**src/hdl/tdpt_pkg.sv**
```systemverilog
// Shared types, step and condition codes, and microcode table of the prime test unit.
package tdpt_pkg;

    // Step counter and condition select widths
    localparam int STEP_W = 4;
    localparam int COND_W = 4;

    typedef logic [STEP_W-1:0] step_t;
    typedef logic [COND_W-1:0] cond_t;

    // Jump conditions
    localparam cond_t COND_NEVER    = 4'd0;
    localparam cond_t COND_ALWAYS   = 4'd1;
    localparam cond_t COND_NO_INPUT = 4'd2;
    localparam cond_t COND_N_LT2    = 4'd3;
    localparam cond_t COND_N_EQ2    = 4'd4;
    localparam cond_t COND_N_EVEN   = 4'd5;
    localparam cond_t COND_DIV_BUSY = 4'd6;
    localparam cond_t COND_D_GT_Q   = 4'd7;
    localparam cond_t COND_REM_ZERO = 4'd8;
    localparam cond_t COND_OUT_FULL = 4'd9;

    // Program steps
    localparam step_t STEP_IDLE  = 4'd0;
    localparam step_t STEP_LT2   = 4'd1;
    localparam step_t STEP_EQ2   = 4'd2;
    localparam step_t STEP_EVEN  = 4'd3;
    localparam step_t STEP_DIV   = 4'd4;
    localparam step_t STEP_WAIT  = 4'd5;
    localparam step_t STEP_BOUND = 4'd6;
    localparam step_t STEP_REM   = 4'd7;
    localparam step_t STEP_NEXT  = 4'd8;
    localparam step_t STEP_EMIT  = 4'd9;
    localparam step_t STEP_DONE  = 4'd10;

    // One control word per step
    typedef struct packed {
        logic  accept;     // input channel ready
        logic  div_start;  // launch a remainder computation
        logic  d_inc;      // advance to the next odd divisor
        logic  res_we;     // write the verdict register
        logic  res_val;    // verdict value
        logic  emit;       // move verdict to the output register
        cond_t cond;       // jump condition
        step_t target;     // jump target
    } ctrl_word_t;

    // Datapath status seen by the sequencer
    typedef struct packed {
        logic no_input;
        logic n_lt2;
        logic n_eq2;
        logic n_even;
        logic div_busy;
        logic d_gt_q;
        logic rem_zero;
        logic out_full;
    } flags_t;

    // Microcode: if the condition holds jump to target, else fall through
    function automatic ctrl_word_t ucode_rom(input step_t pc);
        ctrl_word_t w;
        w = '0;
        case (pc)
            STEP_IDLE: begin
                w.accept = 1'b1;
                w.cond   = COND_NO_INPUT;
                w.target = STEP_IDLE;
            end
            STEP_LT2: begin
                w.res_we  = 1'b1;
                w.res_val = 1'b0;
                w.cond    = COND_N_LT2;
                w.target  = STEP_EMIT;
            end
            STEP_EQ2: begin
                w.res_we  = 1'b1;
                w.res_val = 1'b1;
                w.cond    = COND_N_EQ2;
                w.target  = STEP_EMIT;
            end
            STEP_EVEN: begin
                w.res_we  = 1'b1;
                w.res_val = 1'b0;
                w.cond    = COND_N_EVEN;
                w.target  = STEP_EMIT;
            end
            STEP_DIV: begin
                w.div_start = 1'b1;
                w.cond      = COND_NEVER;
                w.target    = STEP_IDLE;
            end
            STEP_WAIT: begin
                w.cond   = COND_DIV_BUSY;
                w.target = STEP_WAIT;
            end
            STEP_BOUND: begin
                w.res_we  = 1'b1;
                w.res_val = 1'b1;
                w.cond    = COND_D_GT_Q;
                w.target  = STEP_EMIT;
            end
            STEP_REM: begin
                w.res_we  = 1'b1;
                w.res_val = 1'b0;
                w.cond    = COND_REM_ZERO;
                w.target  = STEP_EMIT;
            end
            STEP_NEXT: begin
                w.d_inc  = 1'b1;
                w.cond   = COND_ALWAYS;
                w.target = STEP_DIV;
            end
            STEP_EMIT: begin
                w.emit   = 1'b1;
                w.cond   = COND_OUT_FULL;
                w.target = STEP_EMIT;
            end
            STEP_DONE: begin
                w.cond   = COND_ALWAYS;
                w.target = STEP_IDLE;
            end
            default: begin
                w.cond   = COND_ALWAYS;
                w.target = STEP_IDLE;
            end
        endcase
        return w;
    endfunction

endpackage

```
**src/hdl/tdpt_divider.sv**
```systemverilog
// Restoring divider: one quotient bit per cycle, quotient and remainder of two unsigned words.
module tdpt_divider #(
    parameter int W = 32
) (
    input  logic         aclk,
    input  logic         aresetn,
    input  logic         start,
    input  logic [W-1:0] dividend,
    input  logic [W-1:0] divisor,
    output logic         busy,
    output logic [W-1:0] quotient,
    output logic [W-1:0] remainder
);

    localparam int CNT_W = (W > 1) ? $clog2(W) : 1;

    logic             busy_reg, busy_next;
    logic [CNT_W-1:0] cnt_reg, cnt_next;
    logic [W-1:0]     quo_reg, quo_next;
    logic [W-1:0]     rem_reg, rem_next;
    logic [W-1:0]     dvs_reg, dvs_next;

    logic [W:0]   shifted;
    logic [W+1:0] diff;

    // Trial subtract of the divisor from the shifted partial remainder
    assign shifted = {rem_reg, quo_reg[W-1]};
    assign diff    = {1'b0, shifted} - {2'b00, dvs_reg};

    always_comb begin
        busy_next = busy_reg;
        cnt_next  = cnt_reg;
        quo_next  = quo_reg;
        rem_next  = rem_reg;
        dvs_next  = dvs_reg;
        if (start) begin
            busy_next = 1'b1;
            cnt_next  = CNT_W'(W - 1);
            quo_next  = dividend;
            rem_next  = '0;
            dvs_next  = divisor;
        end else if (busy_reg) begin
            if (diff[W+1]) begin
                rem_next = shifted[W-1:0];
                quo_next = {quo_reg[W-2:0], 1'b0};
            end else begin
                rem_next = diff[W-1:0];
                quo_next = {quo_reg[W-2:0], 1'b1};
            end
            if (cnt_reg == '0) begin
                busy_next = 1'b0;
            end else begin
                cnt_next = cnt_reg - 1'b1;
            end
        end
    end

    // Control state
    always_ff @(posedge aclk) begin
        if (!aresetn) begin
            busy_reg <= 1'b0;
            cnt_reg  <= '0;
        end else begin
            busy_reg <= busy_next;
            cnt_reg  <= cnt_next;
        end
    end

    // Payload
    always_ff @(posedge aclk) begin
        quo_reg <= quo_next;
        rem_reg <= rem_next;
        dvs_reg <= dvs_next;
    end

    assign busy      = busy_reg;
    assign quotient  = quo_reg;
    assign remainder = rem_reg;

endmodule

```
**src/hdl/tdpt_sequencer.sv**
```systemverilog
// Microcode sequencer: step counter, control store lookup and conditional jumps.
module tdpt_sequencer (
    input  logic                aclk,
    input  logic                aresetn,
    input  tdpt_pkg::flags_t    flags,
    output tdpt_pkg::ctrl_word_t ctrl
);

    import tdpt_pkg::*;

    step_t      pc_reg, pc_next;
    ctrl_word_t word;
    logic       jump;

    assign word = ucode_rom(pc_reg);
    assign ctrl = word;

    // Condition select
    always_comb begin
        case (word.cond)
            COND_NEVER:    jump = 1'b0;
            COND_ALWAYS:   jump = 1'b1;
            COND_NO_INPUT: jump = flags.no_input;
            COND_N_LT2:    jump = flags.n_lt2;
            COND_N_EQ2:    jump = flags.n_eq2;
            COND_N_EVEN:   jump = flags.n_even;
            COND_DIV_BUSY: jump = flags.div_busy;
            COND_D_GT_Q:   jump = flags.d_gt_q;
            COND_REM_ZERO: jump = flags.rem_zero;
            COND_OUT_FULL: jump = flags.out_full;
            default:       jump = 1'b1;
        endcase
    end

    assign pc_next = jump ? word.target : step_t'(pc_reg + 1'b1);

    always_ff @(posedge aclk) begin
        if (!aresetn) begin
            pc_reg <= STEP_IDLE;
        end else begin
            pc_reg <= pc_next;
        end
    end

endmodule

```
**src/hdl/trial_division_prime_test_unit.sv**
```systemverilog
// Top level of the trial-division prime test unit: datapath, sequencer and divider.
//
// Takes one unsigned value per transaction on the s_ stream and returns one
// verdict (1 = prime) on the m_ stream. Only the low VALUE_WIDTH bits of the
// candidate are tested. Values below two, and even values above two, are
// settled without the divider. An odd value tries each odd divisor from 3
// while the divisor does not exceed the quotient; each try runs the shared
// restoring divider, then the bound, remainder and next-divisor steps of the
// microcode. One item is worked on at a time; the next one is taken as soon
// as the previous verdict sits in the output register, even while that
// register still waits for m_tready.
module trial_division_prime_test_unit #(
    parameter int VALUE_WIDTH = 32
) (
    input  logic        aclk,
    input  logic        aresetn,
    input  logic        s_tvalid,
    output logic        s_tready,
    input  logic [31:0] s_tdata,   // [31:0] candidate
    output logic        m_tvalid,
    input  logic        m_tready,
    output logic [7:0]  m_tdata    // [0] is_prime, [7:1] zero
);

    import tdpt_pkg::*;

    localparam logic [VALUE_WIDTH-1:0] VAL_TWO   = VALUE_WIDTH'(2);
    localparam logic [VALUE_WIDTH-1:0] VAL_THREE = VALUE_WIDTH'(3);

    ctrl_word_t ctrl;
    flags_t     flags;

    logic [VALUE_WIDTH-1:0] n_reg, n_next;
    logic [VALUE_WIDTH-1:0] d_reg, d_next;
    logic                   res_reg, res_next;
    logic                   m_tvalid_reg, m_tvalid_next;
    logic                   out_reg, out_next;

    logic                   div_busy;
    logic [VALUE_WIDTH-1:0] div_quo;
    logic [VALUE_WIDTH-1:0] div_rem;
    logic                   load;
    logic                   emit_fire;

    tdpt_sequencer u_seq (
        .aclk    (aclk),
        .aresetn (aresetn),
        .flags   (flags),
        .ctrl    (ctrl)
    );

    tdpt_divider #(
        .W (VALUE_WIDTH)
    ) u_div (
        .aclk      (aclk),
        .aresetn   (aresetn),
        .start     (ctrl.div_start),
        .dividend  (n_reg),
        .divisor   (d_reg),
        .busy      (div_busy),
        .quotient  (div_quo),
        .remainder (div_rem)
    );

    // Status flags for the sequencer
    always_comb begin
        flags.no_input = !s_tvalid;
        flags.n_lt2    = n_reg < VAL_TWO;
        flags.n_eq2    = n_reg == VAL_TWO;
        flags.n_even   = !n_reg[0];
        flags.div_busy = div_busy;
        flags.d_gt_q   = d_reg > div_quo;
        flags.rem_zero = div_rem == '0;
        flags.out_full = m_tvalid_reg && !m_tready;
    end

    assign s_tready  = ctrl.accept;
    assign load      = ctrl.accept && s_tvalid;
    assign emit_fire = ctrl.emit && !flags.out_full;

    // Datapath next values
    always_comb begin
        n_next   = n_reg;
        d_next   = d_reg;
        res_next = res_reg;
        out_next = out_reg;
        if (load) begin
            n_next = VALUE_WIDTH'(s_tdata);
            d_next = VAL_THREE;
        end else if (ctrl.d_inc) begin
            d_next = d_reg + VAL_TWO;
        end
        if (ctrl.res_we) begin
            res_next = ctrl.res_val;
        end
        if (emit_fire) begin
            out_next = res_reg;
        end
    end

    // Output register valid
    always_comb begin
        m_tvalid_next = m_tvalid_reg;
        if (emit_fire) begin
            m_tvalid_next = 1'b1;
        end else if (m_tready) begin
            m_tvalid_next = 1'b0;
        end
    end

    always_ff @(posedge aclk) begin
        if (!aresetn) begin
            m_tvalid_reg <= 1'b0;
        end else begin
            m_tvalid_reg <= m_tvalid_next;
        end
    end

    always_ff @(posedge aclk) begin
        n_reg   <= n_next;
        d_reg   <= d_next;
        res_reg <= res_next;
        out_reg <= out_next;
    end

    assign m_tvalid = m_tvalid_reg;
    assign m_tdata  = {7'b0000000, out_reg};

    // The divider is only launched when idle
    assert property (@(posedge aclk) disable iff (!aresetn)
        ctrl.div_start |-> !div_busy)
        else $error("divider started while busy");

    // An emitted verdict is always presented as a valid output transaction
    assert property (@(posedge aclk) disable iff (!aresetn)
        emit_fire |=> m_tvalid_reg)
        else $error("emitted verdict not presented");

    // A prime verdict is never given for an even value other than two
    assert property (@(posedge aclk) disable iff (!aresetn)
        (emit_fire && res_reg) |-> (n_reg[0] || flags.n_eq2))
        else $error("even value reported prime");

    // Once an item is taken the input side closes, so no two items are taken back to back
    assert property (@(posedge aclk) disable iff (!aresetn)
        (s_tvalid && s_tready) |=> !s_tready)
        else $error("input accepted twice in a row");

endmodule

```
**config.mk**
```make
export PLATFORM = sky130hd
export DESIGN_NAME = trial_division_prime_test_unit
export DESIGN_NICKNAME = d
export VERILOG_FILES = /design/src/hdl/tdpt_pkg.sv /design/src/hdl/tdpt_divider.sv /design/src/hdl/tdpt_sequencer.sv /design/src/hdl/trial_division_prime_test_unit.sv
export SDC_FILE = /design/constraint.sdc
export NUM_CORES = 1
export LEC_CHECK = 0
export ABC_AREA = 0
export BUFFER_PORTS_ARGS = -buffer_cell sky130_fd_sc_hd__clkbuf_2
export CORE_MARGIN = 2
export CORE_UTILIZATION = 45
export DETAILED_ROUTE_END_ITERATION = 6
export SLEW_MARGIN = 20
export SYNTH_ARGS = -nofsm -noshare
export SYNTH_HDL_FRONTEND = slang
export SYNTH_SLANG_ARGS = --single-unit
```
**constraint.sdc**
```tcl
create_clock -name aclk -period 9.8 [get_ports aclk]
set_clock_uncertainty 0.15 [all_clocks]
set_input_delay 0.98 -clock aclk [delete_from_list [all_inputs] [get_ports aclk]]
set_output_delay 0.98 -clock aclk [all_outputs]
set_load 0.05 [all_outputs]
```
Word-level counts from Yosys, hierarchy flattened:

Cells that the tools add are included.

* register bits after elaboration: 173
* latch bits: 0
* bits in writable memories: 0
* memory bits (read-only): 0
* input port bits: 36
* output and inout port bits: 10
* logic and storage cells: 72
* memories kept: 0

* add/sub/neg operators: 4
* $mul: 0
* divide/modulo/power cells: 0
* magnitude comparators: 2
* equal/unequal tests: 19
* shift operators: 0
* multiplexer cells: 20
* bitwise operators: 0
* reductions and logical operators: 16

Operators by type and width (count)
* 32-bit 2-to-1 mux: 3
* 8-bit case mux with 10 select lines: 1
* 33-bit by 32-bit subtractor with 34-bit output: 1
* 32-bit by 2-bit adder with 32-bit output, second input constant: 1
* 32-bit by 2-bit equality test with 1-bit output, second input constant: 1
* 4-bit by 3-bit equality test with 1-bit output, second input constant: 8
* 32-bit greater-than comparator: 1
* 32-bit zero test: 1
* 32-bit by 2-bit less-than comparator with 1-bit output, second input constant: 1
* 4-bit by 2-bit equality test with 1-bit output, second input constant: 4
* 4-bit equality test, second input constant: 4
* 5-bit 2-to-1 mux: 3
* 1-bit 2-to-1 mux: 10
* 1-bit case mux with 9 select lines: 1
* 4-bit zero test: 2
* 5-bit zero test: 1
* 5-bit by 1-bit subtractor with 5-bit output, second input constant: 1
* 4-bit by 1-bit adder with 4-bit output, second input constant: 1
* 4-bit by 1-bit equality test with 1-bit output, second input constant: 1
* 1-bit zero test: 4
* 4-bit 2-to-1 mux: 1
* 2-bit case mux with 2 select lines: 1
* 2-bit nonzero test: 2
* 1-bit logical AND: 3
* other kinds (4): 4

Longest topological paths before layout:

Gate-level depths: netlist (run 1).

* word-level depth: 5
* mapped depth: 13
* depth with buffers taken out: 11

Cells and area by module:

Synthesis (run 1) repeated with hierarchy kept, for this count alone.

* cells, all modules: 1002
* area, all modules: 10007.1 um^2

By module, submodules not included
* tdpt_divider: times used 1, cells each 589, area an instance 5914.4 um^2, seq. area each 2682.6 um^2
* trial_division_prime_test_unit: times used 1, cells each 342, area an instance 3533.4 um^2, seq. area each 1661.6 um^2
* tdpt_sequencer: times used 1, cells each 71, area an instance 559.3 um^2, seq. area each 80.1 um^2

Worst setup path after synthesis (run 1):

OpenSTA, ideal clock, no wires.

* path kind: register to register
* start point: register u_seq.pc_reg[0]
* end point: register n_reg[0], enable pin
* setup time: 409 ps
* arrival: 2852 ps
* data required time: 9241 ps
* setup slack: 6389 ps
* stages on the path, launching flop included: 8
* path buffers: 2
* clock period less this slack: 3411 ps
* cell sequence: dfxtp_1 -> inv_1 -> ha_1 -> nand2b_1 -> nor2_1 -> and2_1 -> clkbuf_1 -> clkbuf_1

* longest elaborated chain between the ends: 3

RTL lines
* start, declared: RTL line tdpt_sequencer.sv:11 `step_t pc_reg, pc_next;`
* start signal, assigned: RTL line tdpt_sequencer.sv:41 `pc_reg <= pc_next;`
* 4-bit zero test: RTL line tdpt_pkg.sv:64 `case (pc)`
* 1-bit 2-to-1 mux: RTL line tdpt_pkg.sv:64
* net s_tready: RTL line trial_division_prime_test_unit.sv:18 `output logic s_tready,`
* 1-bit logical AND: RTL line trial_division_prime_test_unit.sv:78 `assign load = ctrl.accept && s_tvalid;`
* net load: RTL line trial_division_prime_test_unit.sv:42 `logic load;`
* end signal, assigned: RTL line trial_division_prime_test_unit.sv:120 `n_reg <= n_next;`
* end, declared: RTL line trial_division_prime_test_unit.sv:33 `logic [VALUE_WIDTH-1:0] n_reg, n_next;`

The timed path passes the listed nets, and every way through them passes these cells.
A chain may end at the register's enable or synchronous reset.

Final worst setup path (run 1):

* start point: register u_div.rem_reg[9], in the netlist u_div.remainder[9]
* end point: register u_div.rem_reg[30], in the netlist u_div.remainder[30]

* longest elaborated chain between the ends: 2

RTL lines
* start, declared: RTL line tdpt_divider.sv:20 `logic [W-1:0] rem_reg, rem_next;`
* start signal, assigned: RTL line tdpt_divider.sv:72 `rem_reg <= rem_next;`
* 33-bit by 32-bit subtractor with 34-bit output: RTL line tdpt_divider.sv:28 `assign diff = {1'b0, shifted} - {2'b00, dvs_reg};`
* 32-bit 2-to-1 mux: RTL line tdpt_divider.sv:43 `if (diff[W+1]) begin`

Every way passes these cells.

==> flow_summary.json, run 1 <==
{
  "status": "completed",
  "period_needed_ns": 3.75,
  "crit_arrival_ns": 3.86,
  "firstDrtPassIters": 7,
  "grt_use_total_pct": 18.1,
  "ios": 46,
  "synthFlopType": "edfxtp_1",
  "drt_iter0_drc": 576,
  "row_count": 53,
  "finalHoldViolations": 0,
  "cts_resized": 0,
  "cts.sinks": 171,
  "synth_area_per_cell_um2": 9.86,
  "p_per_area_nw_per_um2": 303,
  "synth-seq-area-share_pct": 46.2,
  "critical_path_class": "reg -> reg",
  "clockBufferDepth": 2,
  "yosys.area_share.xor_xnor_pct": 5.62,
  "antenna_found_initial": 0,
  "grt_pass1_wl_mm": 31.9,
  "yosysWarnings": 0,
  "synth_top_area_cell": "edfxtp_1",
  "cts_buffers": 17,
  "fin_setup_tns_ns": 0,
  "slew_headroom_pct": 32.3,
  "critPathLaunchType": "register",
  "slew_violations": 0,
  "dieArea_um2": 22300,
  "drive_above_1_share_pct": 10.1,
  "power.internal_mw": 1.94,
  "ys_ff_latch": 171,
  "hpwlAfterDp_mm": 14.0,
  "synth-edff-count": 97,
  "n_fill_cell": 1903,
  "cts_setup_buffers": 0,
  "synth_top_cell_area_share_pct": 30.6,
  "leakagePower_nw": 4.45,
  "tritoncts": "built",
  "synth_top_cells_by_count": "edfxtp_1 (97), inv_1 (87)",
  "clock_power_share_pct": 22.4,
  "clock_latency_ns": 0.42,
  "synth_top_family_by_area": "compound AO/OA/AOI/OAI gates",
  "power.switching_mw": 1.23,
  "final_nets": 1099,
  "drtAntennaViolNets": 0,
  "grt_remaining_overflow": 0,
  "synthArstFlopShare_pct": 0,
  "grt_setup_unrepaired": "false",
  "grt_max_degree": 99,
  "cap_violations": 0,
  "port_buffers": 38,
  "cts-root-buf": "clkbuf_16",
  "syn-cell-area_um2": 9510,
  "swShare_pct": 38.8,
  "synth-compound-area-share_pct": 16.8,
  "start_util_pct": 45.5,
  "ys_types": 75,
  "synth_most_common_cell": "edfxtp_1",
  "endpoint_kind": "register",
  "coreArea_um2": 20900,
  "dr_total_vias": 6794,
  "die_h_um": 149,
  "grt_pass1_vias": 6291,
  "cts_htree_levels": 4,
  "tightestPinTransition_ns": 1.00,
  "rrSetupSlack_ns": 6.05,
  "fin_crit_sh_pct": 38.3,
  "hold_path_class": "reg -> reg",
  "antenna-diode-count": 0,
  "die_x_um": 149,
  "ir_drop_mv": 0.133,
  "place.gp.congestion": 0.859,
  "synthCells": 965,
  "crit_required_ns": 9.91,
  "fmax_mhz": 267,
  "finalPower_mw": 3.18,
  "clkTransAtPathRegs_ns": 0.07,
  "combPwrFrac_pct": 43.1,
  "drc": 0,
  "cp_max_fo": 21,
  "postCtsHoldBufs": 0,
  "synthSimpleGateAreaFrac_pct": 13.0,
  "syn_to_final_growth_pct": 10.1,
  "muxShareOfSynthArea_pct": 2.85,
  "synthTopCellsByArea": "edfxtp_1 (31%), dfxtp_1 (16%), ha_1 (9.1%)",
  "setup-violations-final": 0,
  "wl_mm": 19.4,
  "wl_per_cell_um": 15.2,
  "pwr-share-seq_pct": 34.5,
  "avgViaCountPerCell": 5.30,
  "synth-adder-area-share_pct": 9.28
}
[critical path: stages, from the launching register on]
cell,delay [ns]
dfxtp_1,0.34
ha_1,0.39
a21oi_2,0.18
o21ai_2,0.09
a311oi_2,0.34
nand2_2,0.14
a311oi_4,0.39
o31ai_2,0.13
a31oi_4,0.62
buf_4,0.45
nand2b_2,0.25
o22ai_1,0.10
[path summary, 6_finish.rpt]
kind | start | to | cells after the start
worst min-delay path | res_reg$_DFFE_PP_ | out_reg$_DFFE_PP_ | 0
worst max-delay path | u_div.remainder[9]$_SDFFE_PP0P_ | u_div.remainder[30]$_SDFFE_PP0P_ | 11
worst max register to register | u_div.remainder[9]$_SDFFE_PP0P_ | u_div.remainder[30]$_SDFFE_PP0P_ | 11
worst min register to register | res_reg$_DFFE_PP_ | out_reg$_DFFE_PP_ | 0
[metrics by stage]
stage          setup slack [ns]  instances  cell area (µm²)  utilization (%)  hold slack [ns]
6_report                   6.05       1281            10500             50.2            0.289
5_1_grt                    5.77       1281            10500             50.2            0.307
4_1_cts                    6.05       1281            10500             50.2            0.296
3_5_place_dp               6.07       1249             9860             47.2            0.267
3_3_place_gp               6.12       1249             9860             47.2            0.255
2_1_floorplan              6.39        971             9540                -            0.250
[logic make-up (layout without fill, tap and decap cells)]
family / count (synthesis) / after routing
buffers and inverters: 129 / 164
adder cells (fa/ha/maj): 70 / 70
other: 1 / 7
AND/OR/NAND/NOR: 254 / 254
XOR/XNOR: 61 / 61
multiplexers: 27 / 27
AO/OA/AOI/OAI: 252 / 252
flip-flops: 171 / 171
[layout by cell type, fill, tap and decap left out, types with 35 or more instances in the layout]
cell type / n
edfxtp_1: 97
inv_1: 86
nand2_1: 74
o21ai_0: 74
a21oi_1: 74
dfxtp_1: 74
ha_1: 69
nor2_1: 57
clkbuf_2: 38
xnor2_1: 35
[area by class of cell]
cell class,count,area [µm²],area share [%]
clock inverter,14,193,1.84
clock buffer,18,429,4.10
multi-input combinational,671,4550,43.4
tap,275,344,3.28
sequential,171,4390,41.9
timing repair buffer,44,235,2.25
inverter,88,330,3.15
[layer usage]
layer | track usage [%] | part of all wire [%] | vias up
met1 | 25.5 | 50 | 3141
met4 | 4.57 | 0.97 | 0
met2 | 29.1 | 46 | 129
li1 | - | - | 3507
met5 | 0 | 0 | -
met3 | 2.97 | 3.1 | 17
[power groups by stage]
stage	sequential (mW)	clock (mW)	combinational, mW
2_1_floorplan	1.07	0	1.14
3_3_place_gp	1.11	0	1.36
3_5_place_dp	1.11	0	1.36
4_1_cts	1.10	0.726	1.37
5_1_grt	1.12	0.752	1.53
6_report	1.10	0.710	1.37
No activity file was read; power rests on OpenSTA's default activity.
==> run 2, diff against run 1 <==
==> constraint.sdc (replaced) <==
create_clock -name aclk -period 3.37 [get_ports aclk]
set_clock_uncertainty 0.15 [all_clocks]
set_input_delay 0.337 -clock aclk [delete_from_list [all_inputs] [get_ports aclk]]
set_output_delay 0.337 -clock aclk [all_outputs]
set_load 0.05 [all_outputs]
==> run 2 against run 1 <==
  * Non-clock buffer count rose by 38
  * First-iteration DRC count down 40%
  * Combinational power increased to 3.0 times the previous value
  * Global-route usage rose by 0.59 points
  * Sequential share of layout area is 1.3 points lower
  * Fmax increased by 19%
  * Largest cell class unchanged
==> flow_summary.json, run 2 (synthesis results as in run 1) <==
{
  "grt_pass1_vias": 6547,
  "place_inst": 1255,
  "grt_use_total_pct": 18.7,
  "grt_max_degree": 98,
  "multiInputGateArea_um2": 4550,
  "cts-root-buf": "clkbuf_16",
  "wl_per_cell_um": 15.1,
  "cpMostUsedCell": "o21ai_1",
  "cap_violations": 0,
  "final_nets": 1137,
  "fin_crit_sh_pct": 93.4,
  "grt_pass1_wl_mm": 32.9,
  "fmax_mhz": 318,
  "grt_remaining_overflow": 0,
  "syn_to_final_growth_pct": 13.5,
  "fin_setup_tns_ns": 0,
  "drt_iter0_drc": 346,
  "cts.sinks": 171,
  "leakagePower_nw": 4.60,
  "dieArea_um2": 22300,
  "tightestPinTransition_ns": 0.988,
  "p_per_area_nw_per_um2": 844,
  "hold_path_class": "in -> reg",
  "reg2reg_depth": 10,
  "antenna-diode-count": 0,
  "firstDrtPassIters": 4,
  "cts_htree_levels": 4,
  "final_cells": 1318,
  "r2r-start": "u_div.quotient[31]$_DFFE_PP_",
  "drtAntennaViolNets": 0,
  "worst_slack_ns": 0.223,
  "slew_headroom_pct": 33.3,
  "slew_violations": 0,
  "critical_path_class": "reg -> reg",
  "hpwlAfterDp_mm": 14.1,
  "crit_chain": "fa_1 -> a21oi_1 -> o221ai_1 -> a22oi_1 -> nand2_1 -> a41oi_1 -> o21ai_1 -> and4_1 -> o31ai_1 -> o21ai_1",
  "status": "completed",
  "port_buffers": 38,
  "ir_drop_mv": 0.407,
  "slowest_delay_ns": 0.48,
  "drc": 0,
  "drive_above_1_share_pct": 10.4,
  "clkTransAtPathRegs_ns": 0.06,
  "crit_arrival_ns": 3.30,
  "clockBufferDepth": 2,
  "place.gp.congestion": 0.845,
  "period_needed_ns": 3.15,
  "worst_path_max_delay_cell": "fa_1",
  "endpoint_kind": "register",
  "dr_total_vias": 6951,
  "die_h_um": 149,
  "die_x_um": 149,
  "setup-violations-final": 0,
  "tritoncts": "built",
  "antenna_found_initial": 0,
  "final_core_util_pct": 51.7,
  "r2r-end": "u_div.remainder[28]$_SDFFE_PP0P_",
  "endpoint": "u_div.remainder[28]$_SDFFE_PP0P_",
  "crit_required_ns": 3.52,
  "cts_buffers": 17,
  "start_util_pct": 45.5,
  "cp_max_fo": 4,
  "ios": 46,
  "startpoint": "u_div.quotient[31]$_DFFE_PP_",
  "pre_cts_ws_ns": 0.223,
  "wl_mm": 20.0,
  "rrSetupSlack_ns": 0.22,
  "coreArea_um2": 20900,
  "grt_setup_unrepaired": "false",
  "final_cell_mix": "edfxtp_1 (97), inv_1 (86)",
  "mostFrequentLayoutCell": "edfxtp_1",
  "avgViaCountPerCell": 5.27,
  "critPathLaunchType": "register",
  "row_count": 53,
  "ff_latch_area_um2": 4390,
  "finalHoldViolations": 0,
  "n_fill_cell": 1877,
  "clock_latency_ns": 0.42
}
[run 2: cell count changes in the layout (fill, tap and decap cells not counted), moves of 2 or more]
| cell | before | now |
|---|---|---|
| dlygate4sd3_1 | 0 | 32 |
| bufinv_16 | 4 | 0 |
| inv_4 | 0 | 2 |
| clkinv_1 | 3 | 1 |
| buf_12 | 0 | 2 |
| buf_4 | 6 | 10 |
| clkbuf_8 | 0 | 3 |
[run 2: final cells by class]
cell class	count	share of cell area [%]
Multi-Input combinational cell	671	42.1
Sequential cell	171	40.7
Timing Repair Buffer	82	5.79
Clock buffer	23	4.62
Tap cell	275	3.19
Inverter	88	3.06
Clock inverter	8	0.533
[run 2: worst min-delay path by stage]
| stage | start | end | slack [ns] | cells past startpoint |
|---|---|---|---|---|
| after CTS | aresetn | u_seq.pc_reg[1]$_SDFF_PP0_ | 0.01 | 2 |
| after global placement | res_reg$_DFFE_PP_ | out_reg$_DFFE_PP_ | 0.25 | 0 |
| after floorplan | res_reg$_DFFE_PP_ | out_reg$_DFFE_PP_ | 0.25 | 0 |
| after global routing | aresetn | u_seq.pc_reg[1]$_SDFF_PP0_ | 0.04 | 2 |
| final | aresetn | u_seq.pc_reg[1]$_SDFF_PP0_ | 0.03 | 2 |
| after detailed placement | res_reg$_DFFE_PP_ | out_reg$_DFFE_PP_ | 0.26 | 0 |
[run 2: routing by layer]
metal | GRT usage [%] | wire length (µm)
met4 | 5.10 | 282
met5 | 0 | 0
met2 | 29.9 | 9200
met1 | 26.2 | 9800
met3 | 3.09 | 682
[run 2: stage by stage]
stage	area (µm²)	hold WS, ns	power [mW]
final	10800	0.0309	9.11
after detailed placement	9930	0.263	7.26
after CTS	10800	0.0115	9.16
after global routing	10800	0.0386	9.78
after global placement	9930	0.253	7.24
after floorplan	9540	0.250	6.42
[run 2: power by group]
group | switching [mW] | total, mW | internal, mW
clock | 0.808 | 1.86 | 1.05
combinational | 2.40 | 4.07 | 1.67
sequential | 0.363 | 3.19 | 2.83
total | 3.57 | 9.11 | 5.54
[run 2: critical path: cells and delay by family, from the launching register on]
kind	cells	cell delay, ns
AOI/OAI and AO/OA	7	1.65
adders and majority gates	1	0.48
DFF	1	0.43
and+or+nand+nor	2	0.33
[run 2: timing repair]
action                    in CTS  in global routing
gates resized for setup        0                  0
buffers inserted               0                  0
hold endpoints to repair      32                  0
hold buffers                  32                  0
